===== src/hdl/assert_macros.svh =====
// Assertion helpers for the grid walker top level.
// Both macros compile to nothing when SYNTHESIS is defined.
`ifndef ASSERT_MACROS_SVH
`define ASSERT_MACROS_SVH
`ifndef SYNTHESIS
// An antecedent that holds at a clock edge requires the consequent at the same edge.
`define MAGA_ASSERT_IMPLY(lbl, clk, rst, ante, cons, msg) \
   lbl: assert property (@(posedge clk) disable iff (rst) (ante) |-> (cons)) else $error(msg);
// A condition that must hold at every clock edge outside reset.
`define MAGA_ASSERT_ALWAYS(lbl, clk, rst, cond, msg) \
   lbl: assert property (@(posedge clk) disable iff (rst) (cond)) else $error(msg);
`else
`define MAGA_ASSERT_IMPLY(lbl, clk, rst, ante, cons, msg)
`define MAGA_ASSERT_ALWAYS(lbl, clk, rst, cond, msg)
`endif
`endif


===== src/hdl/maga_pkg.sv =====
package maga_pkg;

   // Field widths of the request and response words.
   localparam int CMD_W    = 2;
   localparam int POS_W    = 8;
   localparam int ARG_W    = 2;
   localparam int IDX_W    = 4;
   localparam int SIZE_W   = 9;
   localparam int STATUS_W = 2;
   localparam int CSR_IDX_W = 1;

   // Command codes.
   localparam logic [CMD_W-1:0] CMD_INIT = 2'd0;
   localparam logic [CMD_W-1:0] CMD_SET  = 2'd1;
   localparam logic [CMD_W-1:0] CMD_ADD  = 2'd2;
   localparam logic [CMD_W-1:0] CMD_STEP = 2'd3;

   // Status codes.
   localparam logic [STATUS_W-1:0] ST_OK      = 2'd0;
   localparam logic [STATUS_W-1:0] ST_FULL    = 2'd1;
   localparam logic [STATUS_W-1:0] ST_OUTSIDE = 2'd2;
   localparam logic [STATUS_W-1:0] ST_HALT    = 2'd3;

   // Headings and turn offsets.
   localparam logic [1:0] HEAD_UP    = 2'd0;
   localparam logic [1:0] HEAD_RIGHT = 2'd1;
   localparam logic [1:0] HEAD_DOWN  = 2'd2;
   localparam logic [1:0] HEAD_LEFT  = 2'd3;
   localparam logic [1:0] TURN_LEFT  = 2'd3;
   localparam logic [1:0] TURN_RIGHT = 2'd1;

   // Configuration register indexes and reset value.
   localparam logic [CSR_IDX_W-1:0] REG_ROWS = 1'b0;
   localparam logic [CSR_IDX_W-1:0] REG_COLS = 1'b1;
   localparam logic [SIZE_W-1:0]    CFG_RESET = 9'd16;

   // Which response the datapath builds when it loads the output register.
   typedef logic [2:0] kind_type;
   localparam kind_type KIND_INIT = 3'd0;
   localparam kind_type KIND_SET  = 3'd1;
   localparam kind_type KIND_ADD  = 3'd2;
   localparam kind_type KIND_NONE = 3'd3;
   localparam kind_type KIND_ANT  = 3'd4;

   // Source of the board read row address.
   typedef logic [1:0] rdsel_type;
   localparam rdsel_type RD_ANT = 2'd0;
   localparam rdsel_type RD_CUR = 2'd1;
   localparam rdsel_type RD_SET = 2'd2;

   // Commands from the controller to the datapath.
   typedef struct packed {
      logic      capture;
      logic      init_win;
      logic      clr_step;
      logic      board_rd;
      rdsel_type rd_sel;
      logic      set_wr;
      logic      add_ant;
      logic      step_first;
      logic      step_next;
      logic      ant_rd;
      logic      ant_load;
      logic      flip_move;
      logic      turn;
      logic      load_out;
      kind_type  out_kind;
   } ctl_cmd_type;

   // Status from the datapath to the controller.
   typedef struct packed {
      logic clr_last;
      logic out_free;
      logic halted;
      logic no_ants;
      logic last_ant;
   } ctl_sts_type;

endpackage


===== src/hdl/maga_ctrl.sv =====
module maga_ctrl (
   input  logic                        clock,
   input  logic                        reset,
   input  logic                        req_valid,
   input  logic [maga_pkg::CMD_W-1:0]  req_cmd,
   output logic                        req_ready,
   input  maga_pkg::ctl_sts_type       sts_i,
   output maga_pkg::ctl_cmd_type       cmd_o
);

   localparam logic [3:0] S_RCLR  = 4'd0;
   localparam logic [3:0] S_IDLE  = 4'd1;
   localparam logic [3:0] S_ICLR  = 4'd2;
   localparam logic [3:0] S_EMIT  = 4'd3;
   localparam logic [3:0] S_SRD   = 4'd4;
   localparam logic [3:0] S_SWR   = 4'd5;
   localparam logic [3:0] S_ADD   = 4'd6;
   localparam logic [3:0] S_ARD   = 4'd7;
   localparam logic [3:0] S_ALD   = 4'd8;
   localparam logic [3:0] S_FLIP  = 4'd9;
   localparam logic [3:0] S_NRD   = 4'd10;
   localparam logic [3:0] S_TURN  = 4'd11;
   localparam logic [3:0] S_AEMIT = 4'd12;

   logic [3:0]         state_ff, state_in;
   maga_pkg::kind_type kind_ff, kind_in;

   // Sequencing of one command at a time.
   always_comb begin
      state_in  = state_ff;
      kind_in   = kind_ff;
      req_ready = 1'b0;
      cmd_o     = '0;
      case (state_ff)
         S_RCLR: begin
            cmd_o.clr_step = 1'b1;
            if (sts_i.clr_last) begin
               state_in = S_IDLE;
            end
         end
         S_IDLE: begin
            req_ready = 1'b1;
            if (req_valid) begin
               cmd_o.capture = 1'b1;
               case (req_cmd)
                  maga_pkg::CMD_INIT: begin
                     cmd_o.init_win = 1'b1;
                     kind_in        = maga_pkg::KIND_INIT;
                     state_in       = S_ICLR;
                  end
                  maga_pkg::CMD_SET: begin
                     kind_in  = maga_pkg::KIND_SET;
                     state_in = S_SRD;
                  end
                  maga_pkg::CMD_ADD: state_in = S_ADD;
                  maga_pkg::CMD_STEP: begin
                     if (sts_i.halted || sts_i.no_ants) begin
                        kind_in  = maga_pkg::KIND_NONE;
                        state_in = S_EMIT;
                     end else begin
                        cmd_o.step_first = 1'b1;
                        state_in         = S_ARD;
                     end
                  end
                  default: ;
               endcase
            end
         end
         S_ICLR: begin
            cmd_o.clr_step = 1'b1;
            if (sts_i.clr_last) begin
               state_in = S_EMIT;
            end
         end
         S_SRD: begin
            cmd_o.board_rd = 1'b1;
            cmd_o.rd_sel   = maga_pkg::RD_SET;
            state_in       = S_SWR;
         end
         S_SWR: begin
            cmd_o.set_wr = 1'b1;
            state_in     = S_EMIT;
         end
         S_EMIT: begin
            if (sts_i.out_free) begin
               cmd_o.load_out = 1'b1;
               cmd_o.out_kind = kind_ff;
               state_in       = S_IDLE;
            end
         end
         S_ADD: begin
            if (sts_i.out_free) begin
               cmd_o.add_ant  = 1'b1;
               cmd_o.load_out = 1'b1;
               cmd_o.out_kind = maga_pkg::KIND_ADD;
               state_in       = S_IDLE;
            end
         end
         S_ARD: begin
            cmd_o.ant_rd = 1'b1;
            state_in     = S_ALD;
         end
         S_ALD: begin
            cmd_o.ant_load = 1'b1;
            cmd_o.board_rd = 1'b1;
            cmd_o.rd_sel   = maga_pkg::RD_ANT;
            state_in       = S_FLIP;
         end
         S_FLIP: begin
            cmd_o.flip_move = 1'b1;
            state_in        = S_NRD;
         end
         S_NRD: begin
            // After an overflow the ant keeps its heading, so no read is needed.
            if (sts_i.halted) begin
               state_in = S_AEMIT;
            end else begin
               cmd_o.board_rd = 1'b1;
               cmd_o.rd_sel   = maga_pkg::RD_CUR;
               state_in       = S_TURN;
            end
         end
         S_TURN: begin
            cmd_o.turn = 1'b1;
            state_in   = S_AEMIT;
         end
         S_AEMIT: begin
            if (sts_i.out_free) begin
               cmd_o.load_out = 1'b1;
               cmd_o.out_kind = maga_pkg::KIND_ANT;
               if (sts_i.halted || sts_i.last_ant) begin
                  state_in = S_IDLE;
               end else begin
                  cmd_o.step_next = 1'b1;
                  state_in        = S_ARD;
               end
            end
         end
         default: state_in = S_IDLE;
      endcase
   end

   always_ff @(posedge clock) begin
      if (reset) begin
         state_ff <= S_RCLR;
         kind_ff  <= maga_pkg::KIND_INIT;
      end else begin
         state_ff <= state_in;
         kind_ff  <= kind_in;
      end
   end

endmodule


===== config.mk =====
export PLATFORM = sky130hd
export DESIGN_NAME = maga_ctrl
export DESIGN_NICKNAME = d
export VERILOG_FILES = /design/src/hdl/assert_macros.svh /design/src/hdl/maga_pkg.sv /design/src/hdl/maga_ctrl.sv
export SDC_FILE = /design/constraint.sdc
export NUM_CORES = 1
export LEC_CHECK = 0
export BUFFER_PORTS_ARGS = -buffer_cell sky130_fd_sc_hd__buf_2
export CAP_MARGIN = 10
export CORE_UTILIZATION = 41
export DETAILED_ROUTE_END_ITERATION = 10
export PLACE_DENSITY = 0.79
export SYNTH_ARGS = -nofsm -noshare
export SYNTH_HDL_FRONTEND = slang
export SYNTH_SLANG_ARGS = --single-unit

===== constraint.sdc =====
create_clock -name clock -period 1.5 [get_ports clock]
set_clock_uncertainty 0.15 [all_clocks]
set_input_delay 0 -clock clock [delete_from_list [all_inputs] [get_ports clock]]
set_output_delay 0 -clock clock [all_outputs]
set_load 0.05 [all_outputs]

==> results.json, run 1 <==
{
  "synth_area_sq_um": 657,
  "slew_viol_final": 0,
  "grtUsageMet2_pct": 75.6,
  "path_common_cell": "buf_6",
  "period_share_pct": 117,
  "power.share.sequential_pct": 11.9,
  "areaGrowthSynthToFinish_pct": 122,
  "power_density_mw_per_mm2": 1830,
  "ir_drop_mv": 1.33,
  "rsz0062_at_grt": "true",
  "drc_errors": 0,
  "tightest_slew_ns": 0.272,
  "r2r_cells": 7,
  "hold_viol_final": 0,
  "slew_headroom_pct": 81.8,
  "grt_pass1_vias": 1107,
  "num_vias": 1144,
  "final_cell_mix": "buf_4, buf_6, nand2_1, buf_2",
  "grt_busiest_layer": "met2",
  "dr.pass1.iters": 5,
  "cp_slowest_cell": "dfxtp_2",
  "final_common_cell": "buf_4",
  "grt_use_total_pct": 42.5,
  "r2r_slack_ns": -0.24,
  "die_h_um": 42.0,
  "cp_max_fo": 3,
  "worstSkewPairLatency_ns": 0.25,
  "setup_violations": 23,
  "grt_overflow": 0,
  "drive_gt1_share_pct": 66.2,
  "crit_start": "state_ff[2]",
  "cp.arrival_ns": 1.60,
  "fin_ws_ns": -0.251,
  "switching_share_pct": 52.0,
  "min-delay-path-class": "input port to flop",
  "failed_checks": "negative setup slack",
  "ys_seq_area_share_pct": 18.3,
  "combPwrFrac_pct": 82.3,
  "worstPathRequired_ns": 1.35,
  "antenna_found_initial": 0,
  "grtUsageMet1_pct": 42.8,
  "wire_per_inst_um": 24.8,
  "routed_wirelength_um": 4140,
  "r2r_start": "state_ff[1]",
  "cp-start-kind": "flop",
  "drt.antenna.violating_nets": 0,
  "nNetsFinal": 163,
  "synthDistinctLibCells": 40,
  "core_area_sq_mm": 0.00151,
  "ctsHtreeMaxLevel": 1,
  "grt_first_pass_wirelength_um": 5500,
  "drt-initial-drc-count": 75,
  "die_x_um": 42.0,
  "syn_nets": 107,
  "tns_ns": -2.88,
  "p_sw_w": 0.00139,
  "hold_end": "kind_ff[1]",
  "cts_tree": "yes",
  "clkSlewWorstSetupHoldPaths_ns": 0.05,
  "crit_type": "flop to output port",
  "synth.avg_cell_area_sq_um": 6.77,
  "power.share.clock_pct": 5.7,
  "dieArea_sq_mm": 0.00177,
  "numCtsBuffers": 3,
  "synth_edf_count": 0,
  "clk_path_buf_depth": 2,
  "place.gp.congestion": 0.829,
  "holdPathStages": 4,
  "outcome": "finished, violations left",
  "synthesis.instances": 97,
  "utilization_pct": 96.6,
  "ys.flop_type": "dfxtp_1",
  "max_stage_delay_ns": 0.34,
  "fmax_mhz": 571,
  "io_pins": 29,
  "use_met3_pct": 15.5,
  "maxCapViolCount": 0,
  "synth_top_cell_area_share_pct": 18.3,
  "n_antenna_cell": 0,
  "timing.rr.end": "state_ff[1]",
  "dpl.hpwl_um": 1670,
  "post-synth-top-area-cell": "dfxtp_1",
  "yosysWarnings": 0,
  "ctsRootBufferMaster": "clkbuf_4",
  "min_period_ns": 1.75,
  "leakagePower_nw": 0.619,
  "internal-power_w": 0.00128,
  "viasPerCell": 6.85,
  "initial_core_util_pct": 43.6,
  "numClockSinks": 6,
  "async_flop_share_pct": 0,
  "hold_start": "req_cmd[0]",
  "ys_ff_latch": 6,
  "num_rows": 14,
  "synthTopCellsByArea": "dfxtp_1, nor3_1, nand2_1",
  "crit_path_cell_trace": "buf_6, nor4b_4, nand2_2, clkinv_4, nand2_4, nor2_4, buf_6",
  "io_buffers": 28,
  "grt_max_degree": 9,
  "cp-end-kind": "output port"
}
[worst max-delay path: cells and delay by family, from the launching register on]
kind	cells	cell delay (ns)
simple gates	4	0.60
buf+inv	3	0.40
flops	1	0.34
[Yosys cell counts (2+ instances only)]
library cell,n
mux2i_1,2
o21a_1,2
nor2_1,12
nor2b_1,3
buf_2,5
nor3_1,9
inv_1,3
nand2_1,12
o21ai_0,3
dfxtp_1,6
a21oi_1,5
o211ai_1,4
nand2b_1,3
nand3_1,2
[metrics by stage]
stage	power [W]	area [sq um]	hold slack, ns	cells	worst slack [ns]
2_1_floorplan	0.00126	769	-0.0883	97	-0.584
3_3_place_gp	0.00170	1050	0.0912	153	-0.118
3_5_place_dp	0.00174	1050	0.112	153	-0.207
4_1_cts	0.00233	1390	0.0438	164	-0.138
5_1_grt	0.00273	1460	0.0961	167	-0.320
6_report	0.00267	1460	0.0968	167	-0.251
[power by group through the flow]
stage	registers [W]	logic [W]	clock network (W)
finish	0.000318	0.00220	0.000153
global route	0.000320	0.00224	0.000170
CTS	0.000302	0.00187	0.000153
detailed placement	0.000302	0.00144	0
global placement	0.000300	0.00140	0
floorplan	0.000249	0.00101	0
[routing by layer]
metal	routed length, um	vias to the layer above
met5	0	-
met4	374	0
met3	553	50
met2	1880	138
met1	1330	501
li1	-	455
[how the worst max path moves through the flow]
stage / cells past startpoint / end
after floorplan: 7 / kind_ff[1]
after global placement: 6 / kind_ff[1]
after detailed placement: 6 / kind_ff[1]
after CTS: 7 / cmd_o[9]
after global routing: 7 / cmd_o[9]
final: 7 / cmd_o[9]
[repair_timing]
item / CTS / global route
buffers inserted: 6 / 3
hold endpoints to repair: 6 / 0
pin swaps: 10 / 3
gates resized for setup: 70 / 12
hold buffers: 3 / 0
endpoints found under the setup margin: 24 / 24
[cell type report]
| class | count | area, sq um |
|---|---|---|
| Clock buffer | 3 | 22.5 |
| Fill cell | 27 | 51.3 |
| Inverter | 5 | 36.3 |
| Multi-Input combinational cell | 78 | 694 |
| Sequential cell | 6 | 133 |
| Tap cell | 16 | 20.0 |
| Timing Repair Buffer | 59 | 549 |
[state kept, by name, indices dropped and copies added (netlist names)]
name      cells
state_ff      4
kind_ff       2
[cell families (layout without fill, tap and decap cells)]
logic type / count (synthesis) / after routing / share of synthesized area, %
AO/OA/AOI/OAI: 24 / 24 / 26.7
AND/OR/NAND/NOR: 50 / 50 / 40.4
flip-flops: 6 / 6 / 18.3
buffers and inverters: 13 / 67 / 8.95
multiplexers: 2 / 2 / 3.05
XOR/XNOR: 2 / 2 / 2.67
No activity file was read; power rests on OpenSTA's default activity.
==> run 2, diff against run 1 <==
--- a/config.mk
+++ b/config.mk
@@ -10,6 +10,7 @@
 export CORE_UTILIZATION = 41
 export DETAILED_ROUTE_END_ITERATION = 10
 export PLACE_DENSITY = 0.79
+export SETUP_SLACK_MARGIN = 0.05
 export SYNTH_ARGS = -nofsm -noshare
 export SYNTH_HDL_FRONTEND = slang
 export SYNTH_SLANG_ARGS = --single-unit
==> run 2 against run 1 <==
The flow now stops in 5_1_grt. Synthesized area is the same. Synthesized cell count is the same.
==> results.json, run 2 <==
{
  "synthDistinctLibCells": 40,
  "die_x_um": 42.0,
  "ctsRootBufferMaster": "clkbuf_4",
  "numCtsBuffers": 3,
  "firstError": "[ERROR DPL-0038] Utilization greater than 100%, impossible to legalize",
  "yosysWarnings": 0,
  "syn_nets": 107,
  "num_rows": 14,
  "place_inst": 152,
  "synthTopCellsByArea": "dfxtp_1, nor3_1, nand2_1",
  "post-synth-top-area-cell": "dfxtp_1",
  "lastStage": "5_1_grt",
  "outcome": "stopped before the end",
  "synth_top_cell_area_share_pct": 18.3,
  "ys.flop_type": "dfxtp_1",
  "postPlaceCellArea_sq_mm": 0.00105,
  "synthTopCellsByCount": "nand2_1, nor2_1, nor3_1",
  "ys_ff_latch": 6,
  "dpl.hpwl_um": 1680,
  "numClockSinks": 6,
  "crit_endpoint": "cmd_o[9]",
  "grt_max_degree": 15,
  "initial_core_util_pct": 43.6,
  "io_buffers": 28,
  "ctsHtreeMaxLevel": 1,
  "place.gp.congestion": 0.894,
  "io_pins": 29,
  "synth_edf_count": 0,
  "die_h_um": 42.0,
  "synth_area_sq_um": 657,
  "synth.avg_cell_area_sq_um": 6.77,
  "ys_seq_area_share_pct": 18.3,
  "synthesis.instances": 97,
  "worstEndpointType": "top-level output",
  "clk_path_buf_depth": 2,
  "async_flop_share_pct": 0
}
-- run 2: cell families after synthesis --
| logic type | after synthesis | share of synthesized area, % |
|---|---|---|
| simple gates | 50 | 40.4 |
| mux | 2 | 3.05 |
| flops | 6 | 18.3 |
| buf+inv | 13 | 8.95 |
| xor+xnor | 2 | 2.67 |
| compound gates | 24 | 26.7 |
-- run 2: repair_timing --
action / CTS
pin swaps: 6
endpoints found under the hold margin: 6
buffers inserted: 1
hold buffers: 3
gates resized for setup: 67
endpoints found under the setup margin: 24
-- run 2: through the flow --
stage / setup WS (ns) / TNS, ns
CTS: -0.153 / -0.823
floorplan: -0.584 / -2.57
global placement: -0.0207 / -0.0372
detailed placement: -0.0892 / -0.173
==> run 3, diff against run 2 <==
--- a/config.mk
+++ b/config.mk
@@ -7,10 +7,10 @@
 export LEC_CHECK = 0
 export BUFFER_PORTS_ARGS = -buffer_cell sky130_fd_sc_hd__buf_2
 export CAP_MARGIN = 10
-export CORE_UTILIZATION = 41
+export CORE_AREA = 2 2 63 65
 export DETAILED_ROUTE_END_ITERATION = 10
-export PLACE_DENSITY = 0.79
-export SETUP_SLACK_MARGIN = 0.05
+export DIE_AREA = 0 0 65 67
+export PLACE_DENSITY_LB_ADDON = 0.15
 export SYNTH_ARGS = -nofsm -noshare
 export SYNTH_HDL_FRONTEND = slang
 export SYNTH_SLANG_ARGS = --single-unit
==> constraint.sdc (replaced) <==
create_clock -name clock -period 1.95 [get_ports clock]
set_clock_uncertainty 0.15 [all_clocks]
set_input_delay 0 -clock clock [delete_from_list [all_inputs] [get_ports clock]]
set_output_delay 0 -clock clock [all_outputs]
set_load 0.05 [all_outputs]
==> run 3 against run 2 <==
The flow now finishes without violations.
==> results.json, run 3 (synthesized netlist as in run 1, its figures left out) <==
{
  "drive_gt1_share_pct": 39.8,
  "cp.arrival_ns": 1.68,
  "numClockSinks": 6,
  "cts_tree": "yes",
  "top_regs": "state_ff x4, kind_ff x2",
  "grt_max_degree": 19,
  "drc_errors": 0,
  "final_common_cell": "buf_2",
  "dieArea_sq_mm": 0.00436,
  "min-delay-path-class": "input port to flop",
  "die_h_um": 67,
  "crit_type": "flop to output port",
  "place.gp.congestion": 0.737,
  "cp-end-kind": "output port",
  "wire_per_inst_um": 12.4,
  "num_vias": 794,
  "numCtsBuffers": 3,
  "n_antenna_cell": 0,
  "largest_reg_flops": 4,
  "clk_path_buf_depth": 2,
  "ir_drop_mv": 0.291,
  "final_cell_area_sq_um": 977,
  "dr.pass1.iters": 4,
  "slew_viol_final": 0,
  "fin_cells": 176,
  "power_density_mw_per_mm2": 1330,
  "hold_viol_final": 0,
  "ctsRootBufferMaster": "clkbuf_8",
  "worstPathRequired_ns": 1.80,
  "outcome": "finished clean",
  "die_x_um": 65,
  "grt_use_total_pct": 10.4,
  "fmax_mhz": 546,
  "grt_overflow": 0,
  "cp-start-kind": "flop",
  "slew_headroom_pct": 67.7,
  "setup_violations": 0,
  "areaGrowthSynthToFinish_pct": 48.8,
  "rsz0062_at_grt": "false",
  "clkSlewWorstSetupHoldPaths_ns": 0.04,
  "drt-initial-drc-count": 40,
  "ctsHtreeMaxLevel": 1,
  "worstSkewPairLatency_ns": 0.22,
  "routed_wirelength_um": 2180,
  "leakagePower_nw": 0.440,
  "grt_pass1_vias": 741,
  "dpl.hpwl_um": 1650,
  "io_buffers": 28,
  "period_share_pct": 94.0,
  "core_area_sq_mm": 0.00361,
  "postPlaceCellArea_sq_um": 903,
  "nNetsFinal": 140,
  "min_period_ns": 1.83,
  "tightest_slew_ns": 0.484,
  "grt_first_pass_wirelength_um": 3570,
  "maxCapViolCount": 0,
  "place_inst": 170,
  "io_pins": 29,
  "cp_max_fo": 12,
  "initial_core_util_pct": 18.2,
  "final_cell_mix": "buf_2, nand2_1, nor2_1, nor3_1, buf_4",
  "viasPerCell": 4.51,
  "num_rows": 22,
  "regMostFlops": "state_ff",
  "antenna_found_initial": 0,
  "drt.antenna.violating_nets": 0
}
## run 3: report_power, final
| group | switching [W] | internal [W] | total [W] |
|---|---|---|---|
| sequential | 0.000102 | 0.000163 | 0.000266 |
| clock | 0.0000515 | 0.000132 | 0.000184 |
| combinational | 0.000542 | 0.000310 | 0.000851 |
| total | 0.000695 | 0.000606 | 0.00130 |
## run 3: worst max-delay path, stage by stage (launching register included)
cell and delay (ns):
dfxtp_1 0.60, buf_4 0.26, xnor2_1 0.13, nor2_1 0.06, a31oi_1 0.15, nor2_1 0.05
buf_2 0.21
## run 3: worst paths after layout
kind | start | end | slack, ns | depth (start not counted)
setup reg to reg | state_ff[2] | kind_ff[1] | 0.23 | 7
setup / recovery | state_ff[3] | cmd_o[14] | 0.12 | 6
hold / removal | req_cmd[1] | kind_ff[1] | 0.01 | 3
hold reg to reg | kind_ff[0] | kind_ff[0] | 0.36 | 2
## run 3: repair_timing
action	in CTS	in global routing
resized for setup	0	2
setup buffers	0	1
hold buffers	2	0
endpoints found under the setup margin	0	2
endpoints found under the hold margin	6	0
## run 3: area by class of cell
class                           instances  area (sq um)
Inverter                                5          23.8
Clock buffer                            3          41.3
Sequential cell                         6           124
Timing Repair Buffer                   36           208
Tap cell                               48          60.1
Multi-Input combinational cell         78           520
Fill cell                             408          2630
## run 3: per-stage QoR
step	setup TNS, ns	hold WS (ns)	worst slack (ns)	utilization [%]	total power [W]
final	0	0.0133	0.117	27.1	0.00130
after global routing	0	0.0359	0.0127	27.1	0.00141
after CTS	0	0.00132	0.00777	26.8	0.00129
after detailed placement	0	0.120	0.155	25.1	0.00110
after global placement	0	0.110	0.117	25.1	0.00110
after floorplan	-0.778	-0.0883	-0.252	-	0.000913
## run 3: layer usage
layer / vias to the layer above / global-route usage, % / part of all wire (%)
met5: - / 0 / 0
met4: 0 / 2.39 / 0
met3: 0 / 1.52 / 4.7
met2: 19 / 15.9 / 43
met1: 370 / 15.2 / 52
li1: 405 / - / -
==> run 4, diff against run 3 <==
--- a/config.mk
+++ b/config.mk
@@ -7,9 +7,11 @@
 export LEC_CHECK = 0
 export BUFFER_PORTS_ARGS = -buffer_cell sky130_fd_sc_hd__buf_2
 export CAP_MARGIN = 10
-export CORE_AREA = 2 2 63 65
+export CELL_PAD_IN_SITES_DETAIL_PLACEMENT = 2
+export CELL_PAD_IN_SITES_GLOBAL_PLACEMENT = 2
+export CORE_AREA = 3 3 64 66
 export DETAILED_ROUTE_END_ITERATION = 10
-export DIE_AREA = 0 0 65 67
+export DIE_AREA = 0 0 67 69
 export PLACE_DENSITY_LB_ADDON = 0.15
 export SYNTH_ARGS = -nofsm -noshare
 export SYNTH_HDL_FRONTEND = slang
==> run 4 against run 3 <==
The run now ends with negative hold slack left. Flip-flop and latch count did not move. Register-to-register slack improved by 0.07 ns. First-iteration DRC count shrank 40%. Sequential share of layout area is 0.42 points higher. Final area is 0.26% lower. Non-clock buffer count down 1. Total power is 0.43% higher. Worst hold slack got worse by 0.019 ns. Global-route usage is 1.7 points higher. Largest cell class unchanged.
==> results.json, run 4 (synthesized netlist as in run 1, its figures left out) <==
{
  "drt.antenna.violating_nets": 0,
  "power_density_mw_per_mm2": 1340,
  "drt-initial-drc-count": 24,
  "grt_use_total_pct": 12.1,
  "holdWs_ns": -0.00544,
  "rsz0062_at_grt": "false",
  "total_power_w": 0.00131,
  "worstPathRequired_ns": 1.80,
  "cp-end-kind": "output port",
  "drc_errors": 0,
  "crit_type": "flop to output port",
  "top_regs": "state_ff x4, kind_ff x2",
  "fillers": 460,
  "dp_slack_ns": 0.110,
  "nNetsFinal": 139,
  "fmax_mhz": 571,
  "failed_checks": "negative hold slack",
  "hold_end": "kind_ff[0]",
  "tightest_slew_ns": 0.344,
  "initial_core_util_pct": 18.1,
  "r2r_cells": 5,
  "period_share_pct": 89.9,
  "seqCellArea_sq_um": 128,
  "cts_tree": "yes",
  "numClockSinks": 6,
  "dr.pass1.iters": 3,
  "postPlaceCellArea_sq_um": 896,
  "num_vias": 810,
  "cp_slowest_cell": "dfxtp_4",
  "crit_path_cell_trace": "nor4b_4, nand2_2, inv_6, nand2_4, nor2_4, buf_2",
  "leakagePower_nw": 0.437,
  "io_pins": 29,
  "hold_start": "req_cmd[0]",
  "grt_overflow": 0,
  "place.gp.congestion": 0.712,
  "final_cell_area_sq_um": 975,
  "fin_ws_ns": 0.198,
  "holdPathStages": 3,
  "grt_first_pass_wirelength_um": 4420,
  "dpl.hpwl_um": 1970,
  "die_h_um": 69,
  "r2r_start": "state_ff[0]",
  "ctsHtreeMaxLevel": 1,
  "timing.rr.end": "state_ff[1]",
  "place_inst": 169,
  "clk_path_buf_depth": 2,
  "dieArea_sq_mm": 0.00462,
  "max_stage_delay_ns": 0.45,
  "core_area_sq_mm": 0.00363,
  "cp_max_fo": 18,
  "n_antenna_cell": 0,
  "routed_wirelength_um": 2490,
  "regMostFlops": "state_ff",
  "multiInputGateArea_sq_um": 520,
  "final_common_cell": "buf_2",
  "cp.arrival_ns": 1.60,
  "grt_pass1_vias": 876,
  "num_rows": 22,
  "ctsRootBufferMaster": "clkbuf_8",
  "io_buffers": 28,
  "r2r_slack_ns": 0.30,
  "hold_viol_final": 1,
  "antenna_found_initial": 0,
  "wire_per_inst_um": 14.3,
  "worstSkewPairLatency_ns": 0.22,
  "outcome": "finished, violations left",
  "areaGrowthSynthToFinish_pct": 48.4,
  "min-delay-path-class": "input port to flop",
  "slew_viol_final": 0,
  "clkSlewWorstSetupHoldPaths_ns": 0.04,
  "cp-start-kind": "flop",
  "die_x_um": 67,
  "maxCapViolCount": 0,
  "final_cell_mix": "buf_2, nand2_1, nor2_1, nor3_1",
  "fin_cells": 175,
  "numCtsBuffers": 3,
  "drive_gt1_share_pct": 42.5,
  "setup_violations": 0,
  "min_period_ns": 1.75,
  "viasPerCell": 4.63,
  "tns_ns": 0,
  "ir_drop_mv": 0.367,
  "grt_max_degree": 19,
  "slew_headroom_pct": 77.0,
  "largest_reg_flops": 4
}
==> run 4: changes by cell type in the layout (fill, tap and decap cells not counted) <==
cell        delta
clkinvlp_4     +1
buf_2          +1
clkinv_1       -1
buf_4          -1
dfxtp_1        -3
clkbuf_4       -1
dfxtp_2        +3
==> run 4: final cells by class <==
cell class | count | area share [%]
multi-input cells | 78 | 53.4
repair buffers | 35 | 20.3
clock buffers | 3 | 4.24
well taps | 48 | 6.16
flip-flops and latches | 6 | 13.1
inverters | 5 | 2.82
==> run 4: metal layers <==
layer | wire, um | vias to the layer above | GRT usage [%]
met1 | 1180 | 391 | 15.8
li1 | - | 401 | -
met4 | 15 | 0 | 3.38
met2 | 1240 | 16 | 20.4
met5 | 0 | - | 0
met3 | 60 | 2 | 1.47
==> run 4: worst max-delay path by stage <==
stage	startpoint	endpoint
floorplan	state_ff[1]	cmd_o[0]
global placement	state_ff[0]	kind_ff[1]
detailed placement	state_ff[0]	kind_ff[1]
CTS	state_ff[2]	cmd_o[10]
global route	state_ff[0]	cmd_o[9]
finish	state_ff[0]	cmd_o[9]
==> run 4: timing repair <==
action                                  CTS  global route
resized for setup                         0             5
endpoints found under the hold margin     6             0
hold buffers                              2             0
endpoints found under the setup margin    1             5
buffers inserted                          1             0
==> run 4: worst max-delay path, delay by kind of cell, from the launching register on <==
kind / cells / cell delay [ns]
buffers and inverters: 2 / 0.36
DFF: 1 / 0.45
and+or+nand+nor: 4 / 0.56
==> run 4: power by group <==
| group | switching, W | leakage, nW | total, W | internal (W) |
|---|---|---|---|---|
| Sequential | 0.000108 | 0.0509 | 0.000276 | 0.000168 |
| Clock | 0.0000537 | 0.0216 | 0.000186 | 0.000133 |
| Combinational | 0.000552 | 0.365 | 0.000844 | 0.000292 |
| Total | 0.000714 | 0.437 | 0.00131 | 0.000592 |
==> run 4: metrics by stage <==
stage | hold slack [ns] | util (%)
after detailed placement | 0.111 | 24.7
after global placement | 0.113 | 24.7
after floorplan | -0.0883 | -
after CTS | 0.00340 | 26.5
after global routing | 0.0352 | 26.8
final | -0.00544 | 26.8
